## config.mk

```make
export PLATFORM = sky130hd
export DESIGN_NAME = gcrp_ram
export DESIGN_NICKNAME = d
export VERILOG_FILES = /design/src/design/gcrp_ram.sv
export SDC_FILE = /design/constraint.sdc
export NUM_CORES = 1
export LEC_CHECK = 0
export BUFFER_PORTS_ARGS = -buffer_cell sky130_fd_sc_hd__buf_2
export CORE_ASPECT_RATIO = 0.6
export CORE_MARGIN = 2
export CORE_UTILIZATION = 43
export CTS_BUF_LIST = sky130_fd_sc_hd__clkbuf_2
export DETAILED_ROUTE_END_ITERATION = 8
export GPL_ROUTABILITY_DRIVEN = 0
export SYNTH_ARGS = -nofsm -noshare
export SYNTH_HDL_FRONTEND = slang
export SYNTH_SLANG_ARGS = --single-unit
```

## constraint.sdc

```tcl
create_clock -name clk -period 3 [get_ports clk]
set_input_delay 0.45 -clock clk [delete_from_list [all_inputs] [get_ports clk]]
set_output_delay 0.45 -clock clk [all_outputs]
set_load 0.02 [all_outputs]
```

## src/design/gcrp_ram.sv

```systemverilog
// Simple dual-port synchronous RAM with registered read data.
module gcrp_ram #(
	parameter int WIDTH = 8,
	parameter int DEPTH = 16
) (
	input  logic                     clk,
	input  logic                     we,
	input  logic [$clog2(DEPTH)-1:0] waddr,
	input  logic [WIDTH-1:0]         wdata,
	input  logic [$clog2(DEPTH)-1:0] raddr,
	output logic [WIDTH-1:0]         rdata
);

	logic [WIDTH-1:0] mem [DEPTH];

	always_ff @(posedge clk) begin
		if (we) begin
			mem[waddr] <= wdata;
		end
		rdata <= mem[raddr];
	end

endmodule

```

==> results.md, run 1 <==
* Outcome: finished, final reports clean
* Critical-path top delay cell: dfxtp_1
* Number of cells on the critical path at 1
* Post_cts resized at 0
* First-pass GRT wire length at 15300 um
* Total Power at between 3 and 4 mW
* Area Growth Syn to Fin at 12.9%
* Wire length per cell at 22.3 um
* Antenna-violating nets left at 0
* CP Max Fanout at 1
* Die Span Y at 88.8 um
* # IOs at 26
* # hold bufs at CTS at 0
* Crit-path cells: buf_2
* Skew final at between 0.015 and 0.02 ns
* Max Slew Vio Count at 0
* Slowest stage delay, CP at 0.42 ns
* Total leakage power at 1.96 nW
* Max VDD drop at 0.000348 V
* Buf/Inv on CP at 1
* Router iterations before antenna repair at 5
* TNS Setup at 0 ns
* Top delay family on crit path: flip-flops
* CTS tree: yes
* Clk_lat worst skew at 0.63 ns
* # clock sinks at 136
* Mapped Area at 5150 um^2
* FF-to-FF setup slack at 1.60 ns
* Final hold vios at 0
* Root buf cell: clkbuf_2
* Unrepaired setup endpoints after global routing: false
* Worst reg-to-reg path cell count at 3
* Final setup fails at 0
* Max cap viols at 0
* Worst setup margin at 1.32 ns
* Die area at 12900 um^2
* Min Clock Period, post-route at 1.68 ns
* Tcrit/Tclk final at a little under three fifths
* Yosys Warn Count at 0
* Initial antenna violation count at 0
* Data required, critical path at 2.55 ns
* Distinct cell type count after synthesis at 19
* Largest net degree at the start of global routing at 23
* CTS Buf Count at 17
* Routed wire length at about 10000 um
* Post-DR vias/cell at 5.36
* Diode count at 0
* DRC at 0
* Nets at 297
* CP endpoint: rdata[4]
* DR vias at ~2400
* Worst r2r src: mem[4][0]
* CP startpoint: rdata[4]
* Setup crit start kind: flip-flop
* Total track usage at roughly 17%
* Core Area at around 11000 um^2
* Mean Syn Cell Area at roughly 22 um^2
* Nature of the critical path endpoint: output port
* Mapped Cells at 229
* Sequential-to-total area share from yosys stat at 77.8%
* Crit path DAT at 1.23 ns
* Detailed-placement wirelength estimate at 6650 um
* Initial core utilization at approximately 45%
* Most frequent cells in the layout: edfxtp_1 (128), buf_2 (25), mux4_2 (18)
* RR Endpoint: rdata[0]
* Core Rows at 30
* Postcts setup bufs at 0
* Clk pin slew, worst setup/hold paths at 0.19 ns
* Vias in the first global route at 2463
* Syn Nets at 247
* Pre-CTS setup slack at between 0.8 and 0.9 ns
* Layout cells sized above 1 at 30.8%
* Initial DRC count at 270
* Hold Path Class: input port to flip-flop
* Maximum clock rate at 595 MHz
* CP Class: flip-flop to output port
* Seq cells post-synth at 136
* Power density cells at roughly 620 nW/um^2
* WHS at between 0.15 and 0.2 ns
* Worst Tran Pin Value at roughly 0.9 ns
* Die X at 145 um
* CTS max path bufs at 2
* Number of port buffers at 25
* Max_slew headroom at slightly below 40%
* Commonest non-fill, non-tap cell in the layout: edfxtp_1
* H-tree Lvls at 4
* Grt ovf at 0
==> through the flow <==
| step | utilization, % | instance area (um^2) | std cells |
|---|---|---|---|
| after floorplan | - | 5150 | 229 |
| after global placement | 48.1 | 5520 | 420 |
| after CTS | 50.6 | 5810 | 452 |
| after detailed placement | 48.1 | 5520 | 420 |
| final | 50.6 | 5810 | 452 |
| after global routing | 50.6 | 5810 | 452 |
==> sequential cells by signal, indices dropped and copies added (netlist names) <==
name,count
mem,128
rdata,8
==> cell families after synthesis <==
family          count (synthesis)  synth area share [%]
simple gates                   35                  3.18
compound gates                 16                  2.33
flops                         136                  77.8
mux                            32                  15.0
buf+inv                        10                  1.68
==> final cells by class <==
cell class	instances	area (um^2)
multi-input combinational	83	1060
fill	939	5670
timing repair buffer	41	258
sequential	136	4000
clock buffer	17	85.1
clock inverter	15	208
tap	160	200
==> routing by layer <==
metal / track usage, % / wire (um)
met1: 25.3 / 5110
met2: 25.0 / 4470
met3: 3.97 / 361
met4: 6.24 / 117
met5: 0 / 0
==> how the worst min path moves through the flow <==
stage,start,to,slack (ns),cells after the start
2_1_floorplan,wdata[0],mem[0][0],0.55,0
3_3_place_gp,mem[11][2],rdata[2],0.67,3
3_5_place_dp,mem[15][2],rdata[2],0.68,3
4_1_cts,wdata[5],mem[8][5],0.12,1
5_1_grt,wdata[6],mem[6][6],0.11,1
6_report,wdata[2],mem[13][2],0.18,1
==> power by group <==
| group | switching (mW) | leakage, nW | total [mW] | internal (mW) |
|---|---|---|---|---|
| sequential | 0.0134 | 1.22 | 2.13 | 2.12 |
| combinational | 0.125 | 0.559 | 0.207 | 0.0828 |
| clock | 0.640 | 0.172 | 1.26 | 0.620 |
==> Yosys cell counts <==
| cell | number | area, um^2 |
|---|---|---|
| mux4_1 | 14 | 368 |
| buf_4 | 1 | 7.51 |
| or3b_2 | 1 | 8.76 |
| buf_6 | 3 | 33.8 |
| mux4_2 | 18 | 405 |
| nand3b_1 | 2 | 15.0 |
| nor2_1 | 13 | 48.8 |
| and2b_1 | 1 | 7.51 |
| nand2b_1 | 2 | 12.5 |
| nor2b_1 | 1 | 6.26 |
| nor3_1 | 4 | 20.0 |
| and2_1 | 1 | 6.26 |
| edfxtp_1 | 128 | 3840 |
| clkdlybuf4s25_2 | 3 | 30.0 |
| a22oi_1 | 16 | 120 |
| dfxtp_1 | 8 | 160 |
| nand2_1 | 9 | 33.8 |
| buf_2 | 3 | 15.0 |
| nand3_1 | 1 | 5.00 |
(Power assumes the default switching activity.)
==> inputs of run 2 (changes only) <==
- ABC_AREA: not set -> 1
- clock period: 3 -> 1.4 ns (I/O delays scaled with it)
==> run 2 against run 1 <==
  * Worst hold slack worse by 0.016 ns
  * Setup slack worse by 1.3 ns
  * Core utilization is 0.25 points higher
  * Via count is 60% higher
  * Sequential cell count stayed put
  * Clock power is 87% higher
  * Global-route usage is 2.4 points higher
  * Critical path type unchanged
  * Largest power group unchanged
  * Highest routed layer unchanged
==> results.md, run 2 <==
* Mean Syn Cell Area at 10.5 um^2
* Max cap viols at 0
* Initial DRC count at 250
* Vias in the first global route at between 3000 and 4000
* Critical-path top delay cell: dfxtp_2
* Initial core utilization at 44.5%
* Multi-input gate area at 1210 um^2
* Total track usage at 19.4%
* Main combinational cell family by area after synthesis: simple AND/OR/NAND/NOR gates
* Worst Tran Pin Value at approximately 0.42 ns
* Area Growth Syn to Fin at 14.4%
* # clock sinks at 136
* Area contributors post-synth: edfxtp_1 (67%), nand2_1 (11%), nand3_1 (8.4%)
* Setup crit start kind: flip-flop
* Seq cells post-synth at 136
* Post-synth EDFFs at 128
* Final non-filler cell total at between 700 and 800
* CP Class: flip-flop to output port
* Largest register FFs at 128
* Grt ovf at 0
* Simple-gate share of the synthesized area at 21.0%
* Syn Nets at 569
* Mapped Area at 5770 um^2
* Hold Path Class: input port to flip-flop
* Buf/Inv on CP at 1
* Slowest stage delay, CP at approximately 0.4 ns
* # IOs at 26
* Core Area at approximately 13000 um^2
* Most flop-heavy register: mem
* Commonest cells post-synth: nand2_1 (173), edfxtp_1 (128), inv_1 (100)
* Max VDD drop at between 0.0007 and 0.0008 V
* Count leader, synth: nand2_1
* Design area at 6600 um^2
* DRC at 0
* Biggest regs: mem: 128 flops, rdata: 8 flops
* Layout cells sized above 1 at around 15%
* Clk_lat worst skew at 0.65 ns
* Initial antenna violation count at 1
* Number of port buffers at 25
* Storage cell area at 4010 um^2
* First-pass GRT wire length at approximately 21000 um
* Power density cells at about 1100 nW/um^2
* Clk pin slew, worst setup/hold paths at 0.20 ns
* Outcome: finished, final reports clean
* Nature of the critical path endpoint: output port
* Adder-cell area share of the yosys netlist at 0%
* Final hold vios at 0
* Synth Area in Compound Gates at 0%
* Asr flop ratio synth at 0%
* Max_slew headroom at 72.1%
* Nets at 628
* Crit path DAT at ~1.2 ns
* Max Slew Vio Count at 0
* CP Max Fanout at 1
* Post-Place Cells at around 750
* Total leakage power at 2.88 nW
* Fillers at about 1200
* Skew final at 0.0311 ns
* Unrepaired setup endpoints after global routing: true
* Ys flop type: edfxtp_1
* Post-DR vias/cell at 4.88
* Largest net degree at the start of global routing at 65
* Die Span Y at 93.7 um
* Die X at 154 um
* Router iterations before antenna repair at 5
* Die area at roughly 14000 um^2
* Commonest non-fill, non-tap cell in the layout: nand2_1
* Synth Area in XOR/XNOR at 0%
* Share of the synthesized area in the top cell type at 66.7%
* Mux cell area share after synthesis at 0%
* Postcts setup bufs at 0
* Tcrit/Tclk final at a little under 100%
* DR vias at 3868
* Yosys Warn Count at 0
* CTS tree: yes
* H-tree Lvls at 4
* Distinct cell type count after synthesis at 12
* Post-synth top area cell: edfxtp_1
* Data required, critical path at between 1 and 1.5 ns
* Top delay family on crit path: flip-flops
* Final setup fails at 0
* Most frequent cells in the layout: nand2_1 (173), edfxtp_1 (128), inv_1 (100)
* Antenna-violating nets left at 0
* Wire length per cell at 16.4 um
* Root buf cell: clkbuf_2
* Sequential-to-total area share from yosys stat at around 69%
* Routed wire length at 13000 um
* CTS Buf Count at 17
* Crit-path cells: buf_6
* Mapped Cells at 551
* Core Rows at 32
* Post-place instance area at 6210 um^2
* CTS max path bufs at 2
* Maximum clock rate at 733 MHz
* Min Clock Period, post-route at 1.36 ns
* Detailed-placement wirelength estimate at 8650 um
run 2: cell count changes in the layout (fill, tap and decap cells not counted), moves of 8 or more:
cell | before | now
inv_1 | 0 | 100
a22oi_1 | 16 | 0
dlygate4sd3_1 | 0 | 10
dfxtp_1 | 8 | 0
nand2_1 | 9 | 173
nand3_1 | 1 | 97
buf_2 | 25 | 17
mux4_2 | 18 | 0
mux4_1 | 14 | 0
dfxtp_2 | 0 | 8
buf_6 | 0 | 8
buf_4 | 15 | 25
run 2: per-stage QoR:
step / TNS, ns / hold WS [ns] / utilization [%] / worst slack (ns) / power (mW)
floorplan: 0 / 0.309 / - / 0.239 / 5.01
global placement: 0 / 0.603 / 47.8 / 0.0495 / 5.25
detailed placement: 0 / 0.599 / 47.8 / 0.108 / 5.25
CTS: -0.0148 / 0.106 / 50.8 / -0.0148 / 7.61
global route: -0.350 / 0.0983 / 50.8 / -0.0623 / 7.89
finish: 0 / 0.162 / 50.8 / 0.0356 / 7.57
run 2: cell type report:
class                      instances  share of cell area, %
sequential                       136                   60.8
multi-input combinational        289                   18.4
timing repair buffer              64                   8.23
inverter                         102                   5.80
tap                              170                   3.22
clock inverter                    11                   2.01
clock buffer                      19                   1.44
antenna                            1                 0.0379
run 2: timing repair:
action                                  in CTS  in global routing
gates cloned                                 0                  0
endpoints found under the setup margin       8                  8
hold endpoints to repair                   136                  0
hold buffers                                10                  0
gates resized for setup                     21                  3
run 2: per-layer routing:
layer | part of all wire (%) | track usage, % | up-vias
li1 | - | - | 1891
met1 | 50 | 28.5 | 1846
met2 | 43 | 28.9 | 124
met3 | 5.8 | 5.03 | 7
met4 | 0.67 | 5.05 | 0
met5 | 0 | 0 | -
run 2: power breakdown:
part,switching (mW),leakage (nW),internal [mW]
clock,1.39,0.140,0.964
sequential,0.0334,1.22,4.55
combinational,0.406,1.52,0.232
total,1.83,2.88,5.75
run 2: logic make-up after synthesis:
group | count (synthesis)
buffers and inverters | 126
DFF | 136
and+or+nand+nor | 289
run 2: final timing paths:
| path | start | end | slack (ns) | depth (start not counted) |
|---|---|---|---|---|
| max reg2reg | mem[2][4] | rdata[4] | 0.38 | 6 |
| max | rdata[2] | rdata[2] | 0.04 | 1 |
| min | raddr[1] | rdata[1] | 0.16 | 6 |
| min reg2reg | mem[2][1] | rdata[1] | 0.68 | 6 |
